===== config.mk =====
export PLATFORM = sky130hd
export DESIGN_NAME = stuffed_frame_receiver_crc16
export DESIGN_NICKNAME = d
export VERILOG_FILES = /design/src/hdl/sfr_pkg.sv /design/src/hdl/sfr_store.sv /design/src/hdl/sfr_seq.sv /design/src/hdl/stuffed_frame_receiver_crc16.sv
export SDC_FILE = /design/constraint.sdc
export NUM_CORES = 1
export LEC_CHECK = 0
export ABC_AREA = 1
export BUFFER_PORTS_ARGS = -buffer_cell sky130_fd_sc_hd__buf_2
export CAP_MARGIN = 30
export CORE_ASPECT_RATIO = 1.25
export CORE_MARGIN = 2
export CORE_UTILIZATION = 30
export CTS_CLUSTER_DIAMETER = 30
export DETAILED_ROUTE_END_ITERATION = 10
export GPL_TIMING_DRIVEN = 0
export PLACE_DENSITY = 0.45
export SLEW_MARGIN = 0
export SYNTH_ARGS = -nofsm -noshare
export SYNTH_HDL_FRONTEND = slang
export SYNTH_SLANG_ARGS = --single-unit

===== constraint.sdc =====
create_clock -name clk_i -period 7 [get_ports clk_i]
set_clock_uncertainty 0.1 [all_clocks]
set_input_delay 1.4 -clock clk_i [delete_from_list [all_inputs] [get_ports clk_i]]
set_output_delay 1.4 -clock clk_i [all_outputs]
set_load 0.01 [all_outputs]

===== src/hdl/sfr_pkg.sv =====
`timescale 1ns / 1ps

package sfr_pkg;

  // Framing bytes and CRC-16 polynomial (MSB first, zero init).
  localparam logic [7:0]  SYNC_BYTE = 8'hFF;
  localparam logic [15:0] CRC_POLY  = 16'h1021;

  // Header layout: FF FF, address, port, length, then payload.
  localparam int ADDR_IDX    = 2;
  localparam int PORT_IDX    = 3;
  localparam int LEN_IDX     = 4;
  localparam int PAYLOAD_OFS = 5;
  localparam int FRAME_EXTRA = 7;

  typedef enum logic [2:0] {
    ST_IDLE,
    ST_RESYNC,
    ST_LEN_RD,
    ST_LEN_CHK,
    ST_CRC,
    ST_EMIT_RD,
    ST_EMIT_LD
  } state_e;

  // Load request for the output register, issued by the sequencer.
  typedef struct packed {
    logic       load;
    logic       last;
    logic       zero_byte;
    logic [7:0] src_addr;
    logic [7:0] src_port;
    logic [5:0] length;
  } emit_t;

  function automatic logic [15:0] crc16_byte(input logic [15:0] crc,
                                             input logic [7:0]  data);
    logic [15:0] c;
    c = crc ^ {data, 8'h00};
    for (int b = 0; b < 8; b++) begin
      if (c[15]) begin
        c = {c[14:0], 1'b0} ^ CRC_POLY;
      end else begin
        c = {c[14:0], 1'b0};
      end
    end
    return c;
  endfunction

endpackage


===== src/hdl/sfr_store.sv =====
`timescale 1ns / 1ps

module sfr_store #(
  parameter int DEPTH = 39,
  parameter int AW    = 6
) (
  input  logic          clk_i,
  input  logic          we_i,
  input  logic [AW-1:0] waddr_i,
  input  logic [7:0]    wdata_i,
  input  logic          re_i,
  input  logic [AW-1:0] raddr_i,
  output logic [7:0]    rdata_o
);

  logic [7:0] mem [DEPTH];
  logic [7:0] rdata_q;

  always_ff @(posedge clk_i) begin
    if (we_i) begin
      mem[waddr_i] <= wdata_i;
    end
  end

  always_ff @(posedge clk_i) begin
    if (re_i) begin
      rdata_q <= mem[raddr_i];
    end
  end

  assign rdata_o = rdata_q;

endmodule


===== src/hdl/sfr_seq.sv =====
`timescale 1ns / 1ps

module sfr_seq
  import sfr_pkg::*;
#(
  parameter int PAYLOAD_MAX = 32,
  parameter int AW          = 6
) (
  input  logic          clk_i,
  input  logic          rst_ni,
  input  logic          in_valid_i,
  input  logic [7:0]    rx_byte_i,
  output logic          in_stall_o,
  input  logic          out_free_i,
  output logic          mem_we_o,
  output logic [AW-1:0] mem_waddr_o,
  output logic [7:0]    mem_wdata_o,
  output logic          mem_re_o,
  output logic [AW-1:0] mem_raddr_o,
  input  logic [7:0]    mem_rdata_i,
  output emit_t         emit_o
);

  localparam int DEPTH = PAYLOAD_MAX + FRAME_EXTRA;
  localparam int PW    = $clog2(DEPTH + 1);
  localparam int LENW  = $clog2(PAYLOAD_MAX + 1);

  state_e          state_q, state_d;
  logic [PW-1:0]   pos_q, pos_d;
  logic            ff_q, ff_d;
  logic [LENW-1:0] len_q, len_d;
  logic [LENW-1:0] e_q, e_d;
  logic [AW-1:0]   k_q, k_d;
  logic [15:0]     crc_q, crc_d;
  logic [7:0]      lo_q, lo_d;
  logic [7:0]      addr_q, addr_d;
  logic [7:0]      port_q, port_d;

  logic          accept;
  logic [AW-1:0] pos_wrap;
  logic [PW-1:0] pos_inc;
  logic          len_ok;
  logic [8:0]    len9, k9;
  logic          crc_hdr_bad, crc_last, crc_lo, crc_data, crc_match;
  logic          emit_last;

  assign accept   = in_valid_i && (state_q == ST_IDLE);
  assign pos_wrap = (pos_q >= PW'(DEPTH)) ? '0 : pos_q[AW-1:0];
  assign pos_inc  = PW'(pos_wrap) + PW'(1);

  assign len_ok = (9'(mem_rdata_i) <= 9'(PAYLOAD_MAX)) &&
                  (9'(pos_q) == 9'(mem_rdata_i) + 9'(FRAME_EXTRA));

  assign len9        = 9'(len_q);
  assign k9          = 9'(k_q);
  assign crc_hdr_bad = ((k_q == AW'(0)) || (k_q == AW'(1))) && (mem_rdata_i != SYNC_BYTE);
  assign crc_data    = k9 < len9 + 9'(PAYLOAD_OFS);
  assign crc_lo      = k9 == len9 + 9'(PAYLOAD_OFS);
  assign crc_last    = k9 == len9 + 9'(PAYLOAD_OFS + 1);
  assign crc_match   = {mem_rdata_i, lo_q} == crc_q;
  assign emit_last   = (len_q == '0) || (e_q + LENW'(1) == len_q);

  // The input is held off for the whole frame check and payload burst, so the
  // store is never written while a read pass is walking it.
  assign in_stall_o = (state_q != ST_IDLE);

  always_comb begin
    state_d = state_q;
    case (state_q)
      ST_IDLE: begin
        if (accept) begin
          if (ff_q) begin
            if (rx_byte_i == SYNC_BYTE) begin
              state_d = ST_RESYNC;
            end
          end else if (pos_inc >= PW'(FRAME_EXTRA)) begin
            state_d = ST_LEN_RD;
          end
        end
      end
      ST_RESYNC:  state_d = ST_IDLE;
      ST_LEN_RD:  state_d = ST_LEN_CHK;
      ST_LEN_CHK: state_d = len_ok ? ST_CRC : ST_IDLE;
      ST_CRC: begin
        if (crc_hdr_bad) begin
          state_d = ST_IDLE;
        end else if (crc_last) begin
          state_d = crc_match ? ST_EMIT_RD : ST_IDLE;
        end
      end
      ST_EMIT_RD: begin
        if (out_free_i) begin
          state_d = ST_EMIT_LD;
        end
      end
      ST_EMIT_LD: state_d = emit_last ? ST_IDLE : ST_EMIT_RD;
      default:    state_d = ST_IDLE;
    endcase
  end

  always_comb begin
    pos_d       = pos_q;
    ff_d        = ff_q;
    len_d       = len_q;
    e_d         = e_q;
    k_d         = k_q;
    crc_d       = crc_q;
    lo_d        = lo_q;
    addr_d      = addr_q;
    port_d      = port_q;
    mem_we_o    = 1'b0;
    mem_waddr_o = pos_wrap;
    mem_wdata_o = rx_byte_i;
    mem_re_o    = 1'b0;
    mem_raddr_o = k_q;
    emit_o      = '0;
    emit_o.src_addr  = addr_q;
    emit_o.src_port  = port_q;
    emit_o.length    = 6'(len_q);
    emit_o.zero_byte = (len_q == '0);
    emit_o.last      = emit_last;
    case (state_q)
      ST_IDLE: begin
        if (accept) begin
          pos_d = PW'(pos_wrap);
          if (ff_q) begin
            // A byte after FF is never stored; only a second FF acts on the store.
            ff_d = 1'b0;
            if (rx_byte_i == SYNC_BYTE) begin
              mem_we_o    = 1'b1;
              mem_waddr_o = '0;
              mem_wdata_o = SYNC_BYTE;
              pos_d       = PW'(ADDR_IDX);
            end
          end else begin
            ff_d     = (rx_byte_i == SYNC_BYTE);
            mem_we_o = 1'b1;
            pos_d    = pos_inc;
          end
        end
      end
      ST_RESYNC: begin
        mem_we_o    = 1'b1;
        mem_waddr_o = AW'(1);
        mem_wdata_o = SYNC_BYTE;
      end
      ST_LEN_RD: begin
        mem_re_o    = 1'b1;
        mem_raddr_o = AW'(LEN_IDX);
      end
      ST_LEN_CHK: begin
        len_d = mem_rdata_i[LENW-1:0];
        e_d   = '0;
        k_d   = '0;
        crc_d = '0;
        if (len_ok) begin
          mem_re_o    = 1'b1;
          mem_raddr_o = '0;
        end
      end
      ST_CRC: begin
        if (k_q == AW'(ADDR_IDX)) begin
          addr_d = mem_rdata_i;
        end
        if (k_q == AW'(PORT_IDX)) begin
          port_d = mem_rdata_i;
        end
        if (crc_data) begin
          crc_d = crc16_byte(crc_q, mem_rdata_i);
        end
        if (crc_lo) begin
          lo_d = mem_rdata_i;
        end
        if (!crc_hdr_bad && !crc_last) begin
          mem_re_o    = 1'b1;
          mem_raddr_o = k_q + AW'(1);
          k_d         = k_q + AW'(1);
        end
      end
      ST_EMIT_RD: begin
        mem_re_o    = out_free_i;
        mem_raddr_o = AW'(9'(e_q) + 9'(PAYLOAD_OFS));
      end
      ST_EMIT_LD: begin
        emit_o.load = 1'b1;
        e_d         = e_q + LENW'(1);
      end
      default: begin
      end
    endcase
  end

  always_ff @(posedge clk_i or negedge rst_ni) begin
    if (!rst_ni) begin
      state_q <= ST_IDLE;
      pos_q   <= '0;
      ff_q    <= 1'b0;
    end else begin
      state_q <= state_d;
      pos_q   <= pos_d;
      ff_q    <= ff_d;
    end
  end

  always_ff @(posedge clk_i) begin
    len_q  <= len_d;
    e_q    <= e_d;
    k_q    <= k_d;
    crc_q  <= crc_d;
    lo_q   <= lo_d;
    addr_q <= addr_d;
    port_q <= port_d;
  end

endmodule


===== src/hdl/stuffed_frame_receiver_crc16.sv =====
`timescale 1ns / 1ps

// Byte-stuffed frame receiver with CRC-16/XMODEM check. Frames are FF FF,
// address, port, length, payload and a little-endian CRC over header and
// payload; a byte after FF is dropped, and FF FF restarts the frame, with
// both sync bytes written back to the frame memory. Each stored byte that
// brings the position to 7 or beyond also has the length byte read back
// from the frame memory. When the position reaches length + 7 the
// sequencer walks the frame memory once, one byte a cycle, to check the
// CRC, then reads the payload again, each beat read from the memory and
// then loaded into the output register, waiting while that register is
// not free. Input is stalled throughout. The memory needs no clearing after
// reset: only entries written since reset are ever read.
module stuffed_frame_receiver_crc16
  import sfr_pkg::*;
#(
  parameter int PAYLOAD_MAX = 32
) (
  input  logic       clk_i,
  input  logic       rst_ni,
  input  logic       in_valid_i,
  output logic       in_stall_o,
  input  logic [7:0] rx_byte_i,
  output logic       out_valid_o,
  input  logic       out_stall_i,
  output logic [7:0] source_address_o,
  output logic [7:0] source_port_o,
  output logic [5:0] payload_length_o,
  output logic [7:0] payload_byte_o,
  output logic       last_of_frame_o
);

  localparam int DEPTH = PAYLOAD_MAX + FRAME_EXTRA;
  localparam int AW    = $clog2(DEPTH);

  logic          mem_we, mem_re;
  logic [AW-1:0] mem_waddr, mem_raddr;
  logic [7:0]    mem_wdata, mem_rdata;
  emit_t         emit;
  logic          out_free;

  logic       out_valid_q, out_valid_d;
  logic [7:0] addr_q, port_q, byte_q;
  logic [5:0] len_q;
  logic       last_q;

  sfr_store #(
    .DEPTH(DEPTH),
    .AW   (AW)
  ) u_store (
    .clk_i  (clk_i),
    .we_i   (mem_we),
    .waddr_i(mem_waddr),
    .wdata_i(mem_wdata),
    .re_i   (mem_re),
    .raddr_i(mem_raddr),
    .rdata_o(mem_rdata)
  );

  sfr_seq #(
    .PAYLOAD_MAX(PAYLOAD_MAX),
    .AW         (AW)
  ) u_seq (
    .clk_i      (clk_i),
    .rst_ni     (rst_ni),
    .in_valid_i (in_valid_i),
    .rx_byte_i  (rx_byte_i),
    .in_stall_o (in_stall_o),
    .out_free_i (out_free),
    .mem_we_o   (mem_we),
    .mem_waddr_o(mem_waddr),
    .mem_wdata_o(mem_wdata),
    .mem_re_o   (mem_re),
    .mem_raddr_o(mem_raddr),
    .mem_rdata_i(mem_rdata),
    .emit_o     (emit)
  );

  // The register is free when empty or when its beat leaves at this edge.
  assign out_free = !out_valid_q || !out_stall_i;

  always_comb begin
    out_valid_d = out_valid_q;
    if (emit.load) begin
      out_valid_d = 1'b1;
    end else if (out_valid_q && !out_stall_i) begin
      out_valid_d = 1'b0;
    end
  end

  always_ff @(posedge clk_i or negedge rst_ni) begin
    if (!rst_ni) begin
      out_valid_q <= 1'b0;
    end else begin
      out_valid_q <= out_valid_d;
    end
  end

  always_ff @(posedge clk_i) begin
    if (emit.load) begin
      addr_q <= emit.src_addr;
      port_q <= emit.src_port;
      len_q  <= emit.length;
      byte_q <= emit.zero_byte ? 8'h00 : mem_rdata;
      last_q <= emit.last;
    end
  end

  assign out_valid_o      = out_valid_q;
  assign source_address_o = addr_q;
  assign source_port_o    = port_q;
  assign payload_length_o = len_q;
  assign payload_byte_o   = byte_q;
  assign last_of_frame_o  = last_q;

endmodule


# After elaboration in Yosys (flattened, before gate mapping)
# Memory sizes are Yosys's and may differ from the RTL's. A register that Yosys moved wholly into a read port is not among the register bits.
# Cells that the tools add are included.
# totals
ramBits	312
out_inout_bits	33
memories	1
word_cells	148
reg_bits	100
# op_classes
n_reduce_logical	25
muxes	64
eq_ne	22
magnitude_cmp	4
addsub	7
n_bitwise	9
# mem_list
memory	depth	word_bits	read_ports	rd_ports_with_merged_regs	write_ports	line	rtl
u_store.mem	39	8	1	1	1	sfr_store.sv:16	logic [7:0] mem [DEPTH];
# op_table
op	count
$mux 16	15
$mux 13	8
$mux 6	8
$pmux 6 s2	3
$pmux 16 s2	1
$mux 3	10
$eq 6x9->1	3
$mux 8	3
$not 3->3	8
$pmux 6 s4	1
$add 6x1->6 const B	3
$pmux 3 s6	1
$eq 16x16->1	1
$pmux 8 s2	1
$xor 16x16->16	1
$add 6x3->7 const B	2
$eq 6x2->1 const B	2
$logic_not 6->1	2
$mux 1	11
$reduce_and 2->1	5
$add 8x3->9 const B	1
$eq 3x3->1 const B	3
$lt 6x9->1	1
$eq 8x8->1 const B	1
22 further kinds	36

# Depth between registers and ports, before layout
# depth
ltp_word	33
ltp_mapped	23

# By module
# A second synthesis with hierarchy kept.
# hier_totals
hier_cells	1716
area_unflattened_um2	18676.7
# by_module_without_submodules
module	area_per_inst_um2	seq_area_each_um2	cells_per_inst	instances
sfr_store	13015.0	9609.2	1096	1
sfr_seq	4623.2	1991.9	568	1
stuffed_frame_receiver_crc16	1038.5	955.9	52	1

# Worst setup path after synthesis
# No wires, ideal clock.
# synth_timing
path_type	register to register
startpoint	register u_seq.state_q[1]
endpoint	register u_seq.e_q[0], enable pin
required_ns	6.567
n_path_buf	0
t_arrival_ns	3.862
setup_slack_ns	2.704
path_stages_with_launch	5
setup_time_ns	0.333
path_cell_list	dfrtp_1 -> inv_1 -> nor3_1 -> clkinv_1 -> nand2_1
# synth_between
elab_chain_cells	2
word_cells_on_any_way	3
cone_classes	2 x eq/ne; 1 x reduce/logical
# synth_rtl
item	line	rtl
start, declared	sfr_seq.sv:28	state_e state_q, state_d;
start signal, assigned	sfr_seq.sv:199	state_q <= state_d;
$eq 3x3->1 / $eq 3x2->1 (equally long branches)	sfr_seq.sv:122	case (state_q)
$reduce_bool 2->1 (no line) (*)	--	
end signal, assigned	sfr_seq.sv:207	e_q <= e_d;
end, declared	sfr_seq.sv:32	logic [LENW-1:0] e_q, e_d;
# Mark *: on every way between the ends. The rest lies on a longest branch, timed or not.
# A chain may end at the register's enable or synchronous reset.

# Final worst setup path
# layout_timing
startpoint	register u_seq.state_q[0]
endpoint	register u_store.rdata_q[2], in the netlist u_store.rdata_o[2] (read register of u_store.mem) (data pin)
# layout_between
elab_chain_cells	2
word_cells_on_any_way	6
cone_classes	4 x eq/ne; 2 x mux
# layout_rtl
item	line	rtl
$eq 3x3->1 / $eq 3x2->1 (equally long branches)	sfr_seq.sv:122	
$pmux 6 s4 / $pmux 1 s4 (equally long branches)	sfr_seq.sv:122	
end, declared	sfr_store.sv:17	logic [7:0] rdata_q;
# Parallel ways exist; a longest one is shown, timed or not.

==> results.md <==
- Hold Crit Class: flop to flop
- Number of I/O port buffers: 44
- Fraction of registers with async set/reset: 0.0262
- Initial Utilization: 0.302
- Antenna Nets Post-Route: 0
- Status: finished, final reports clean
- Via count: 14035
- Max-cap check violation count: 0
- Dpl hpwl: 43.0 mm
- Final hold violation count: 0
- Pwr Density: 469 nW/um2
- CP Max Fanout: 10
- Kind of critical path: flop to flop
- Synth Cell Area: 19300 um2
- Global-route usage over all layers: 0.184
- Reg2Reg Capture Point: u_store.rdata_o[2]
- Setup TNS: 0 ps
- Syn Area/Cell: 10.7 um2
- Worst reg-to-reg path cell count: 14
- Max-slew violation count: 0
- Drt initial violations: 1267
- Max-slew headroom: 0.323
- I/O Pins: 45
- # setup viols final: 0
- Register-to-Register Setup Slack: 2490 ps
- Ant diodes: 0
- Congestion Overflow GR: 0
- CTS tree: yes
- Worst-Margin Slew: 1010 ps
- Die area: 66500 um2
- DRT Pass-1 Iters: 5
- Post-DP Area: 21000 um2
- Number of global-route vias before repair: 13828
- FMAX: 0.222 GHz
- Post-CTS resize count: 0
- Root Buffer: clkbuf_16
- CTS Hold Bufs: 0
- Crit path top cell by count: nand3_1
- Area growth, synth to finish: 25.3%
- Die width: 231 um
- Cell row count: 104
- Wire length after detailed routing: 61.0 mm
- Setup crit end kind: flop
- Number of synthesized flops with an enable pin: 409
- Final hold slack: 311 ps
- Final Cycle Share: 0.644
- Top-area cell type share of the netlist area: 0.635
- Final #Nets: 2001
- Origin of the worst setup path: u_seq.state_q[0]
- Fraction of layout cells with a size suffix above 1: 0.150
- Crit path time final: 4510 ps
- Arr. time, crit path: 4760 ps
- Clock sink count: 420
- Largest area contributor in the netlist: edfxtp_1
- Flops & latches, synth: 420
- Post-Synthesis Cells: 1805
- Die Ht: 288 um
- Fillcell total: 6337
- DRC violations left: 0
- GP Congestion: 0.918
- Initial antenna violation count: 0
- Vias per cell: 4.86
- Critical path's largest stage delay: 690 ps
- Top FF cell, synth: edfxtp_1
- Lkg Pwr: 9.66 nW
- Global-route wire length before repair: 89.4 mm
- CTS buffer count: 89
- Largest net degree at the start of global routing: 40
- Critical Path RT: 7260 ps
- CTS HTree Levels: 3
- DR WL/cell: 21.1 um
- Clk Latency, worst-skew pair: 630 ps
- Largest cells by area after synthesis: edfxtp_1 64%, nand3_1 9.0%, nand2_1 5.5%, inv_1 5.0%, nand3b_1 3.2%
- R2R Path Start: u_seq.state_q[0]
- Post-CTS Setup Bufs: 0
- Yosys warns: 0
- Sequential area share after synthesis: 0.650
- RSZ-0062 raised after global routing: false
- Synth Net Count: 1837
- CP endpoint: u_store.rdata_o[2]
- Clock buffer depth: 3
- Synth unique cells: 43
- Reg clk slew, reported paths: 50 ps
- CP max-delay cell: buf_1
- Crit path cell chain: nor2_1 -> nand2_1 -> nand2_1 -> nor2_2 -> nand2_1 -> clkbuf_1 -> buf_1 -> nand3b_1 -> nand3_1 -> nand3_1 -> nand3_1 -> nand3_1 -> nand3_1 -> nand2_1
- Peak supply drop: 0.193 mV
- Area of the core: 64000 um2
- CP Launch Type: flop
- Final Instance Area: 24200 um2
## layout by cell type, fill, tap and decap left out, types with 7 or more instances in the layout
cell type,count
nand3_1,349
inv_1,260
buf_2,80
bufinv_16,18
or2_1,9
edfxtp_1,409
clkinv_1,10
xor2_1,20
o211ai_1,17
clkinvlp_4,7
clkinv_4,7
buf_4,26
a21oi_1,18
o21ai_0,38
nand4_1,14
ha_1,20
dfrtp_1,11
clkinv_2,12
buf_6,13
nand3b_1,83
xnor2_1,17
nor2_1,113
nand2_1,281
or2_2,9
clkbuf_1,30
clkbuf_16,90
## metal layers
metal / vias up / routed length (um) / GRT usage
li1: 6558 / - / -
met1: 6898 / 24900 / 0.221
met2: 461 / 30700 / 0.324
met3: 118 / 3350 / 0.0317
met4: 0 / 2050 / 0.0756
met5: - / 0 / 0
## critical path, delay by kind of cell, from the launching register on
family / cells / cell delay [ps]
and+or+nand+nor: 12 / 2430
DFF: 1 / 420
buffers and inverters: 2 / 1240
## metrics by stage
step / power [mW] / instances / util / setup WS, ps
detailed placement: 6.90 / 2726 / 0.328 / 2360
floorplan: 5.44 / 1805 / - / 2700
global placement: 6.83 / 2697 / 0.322 / 699
finish: 11.4 / 2890 / 0.378 / 2490
global route: 11.9 / 2890 / 0.378 / 2430
CTS: 11.4 / 2890 / 0.378 / 2620
## layout make-up
cell class                 count  area (um2)  area share
sequential                   420       12600       0.518
multi-input combinational   1039        5420       0.224
clock buffer                  98        2280      0.0942
tap                          848        1060      0.0438
inverter                     266         998      0.0412
clock inverter                66         945      0.0390
timing repair buffer          73         548      0.0226
buffer                        80         414      0.0171
## cell families after synthesis
kind of cell,after synthesis,synth area share
AO/OA/AOI/OAI,99,0.0307
AND/OR/NAND/NOR,883,0.217
flip-flops,420,0.650
buffers and inverters,346,0.0731
XOR/XNOR,37,0.0168
adder cells (fa/ha/maj),20,0.0129
## flip-flops by register name, indices dropped and copies added, names as in the netlist, 8 cells and up
register	flops
payload_byte_o	8
u_seq.addr_q	8
u_seq.crc_q	16
u_store.mem	312
u_store.rdata_o	8
u_seq.lo_q	8
u_seq.port_q	8
source_address_o	8
source_port_o	8
## power by group
part	leakage (nW)	switching, mW	internal, mW
combinational	4.29	2.66	0.989
sequential	3.82	0.159	3.08
clock	1.55	1.45	3.04
## synth_stat cells (14+ instances only)
library cell    n
a21oi_1        18
buf_2          34
buf_4          16
clkbuf_1       22
edfxtp_1      409
ha_1           20
inv_1         260
nand2_1       283
nand3_1       349
nand3b_1       83
nand4_1        14
nor2_1        114
o211ai_1       17
o21ai_0        38
xnor2_1        17
xor2_1         20
## worst min-delay path by stage
stage | from | cells past startpoint | slack (ps) | end
after floorplan | u_seq.addr_q[0] | 0 | 300 | source_address_o[0]
after global placement | u_seq.port_q[6] | 0 | 300 | source_port_o[6]
after detailed placement | u_seq.port_q[7] | 0 | 310 | source_port_o[7]
after CTS | u_seq.port_q[7] | 0 | 310 | source_port_o[7]
after global routing | u_seq.addr_q[5] | 0 | 320 | source_address_o[5]
final | u_seq.port_q[7] | 0 | 310 | source_port_o[7]
(Power assumes the default switching activity.)
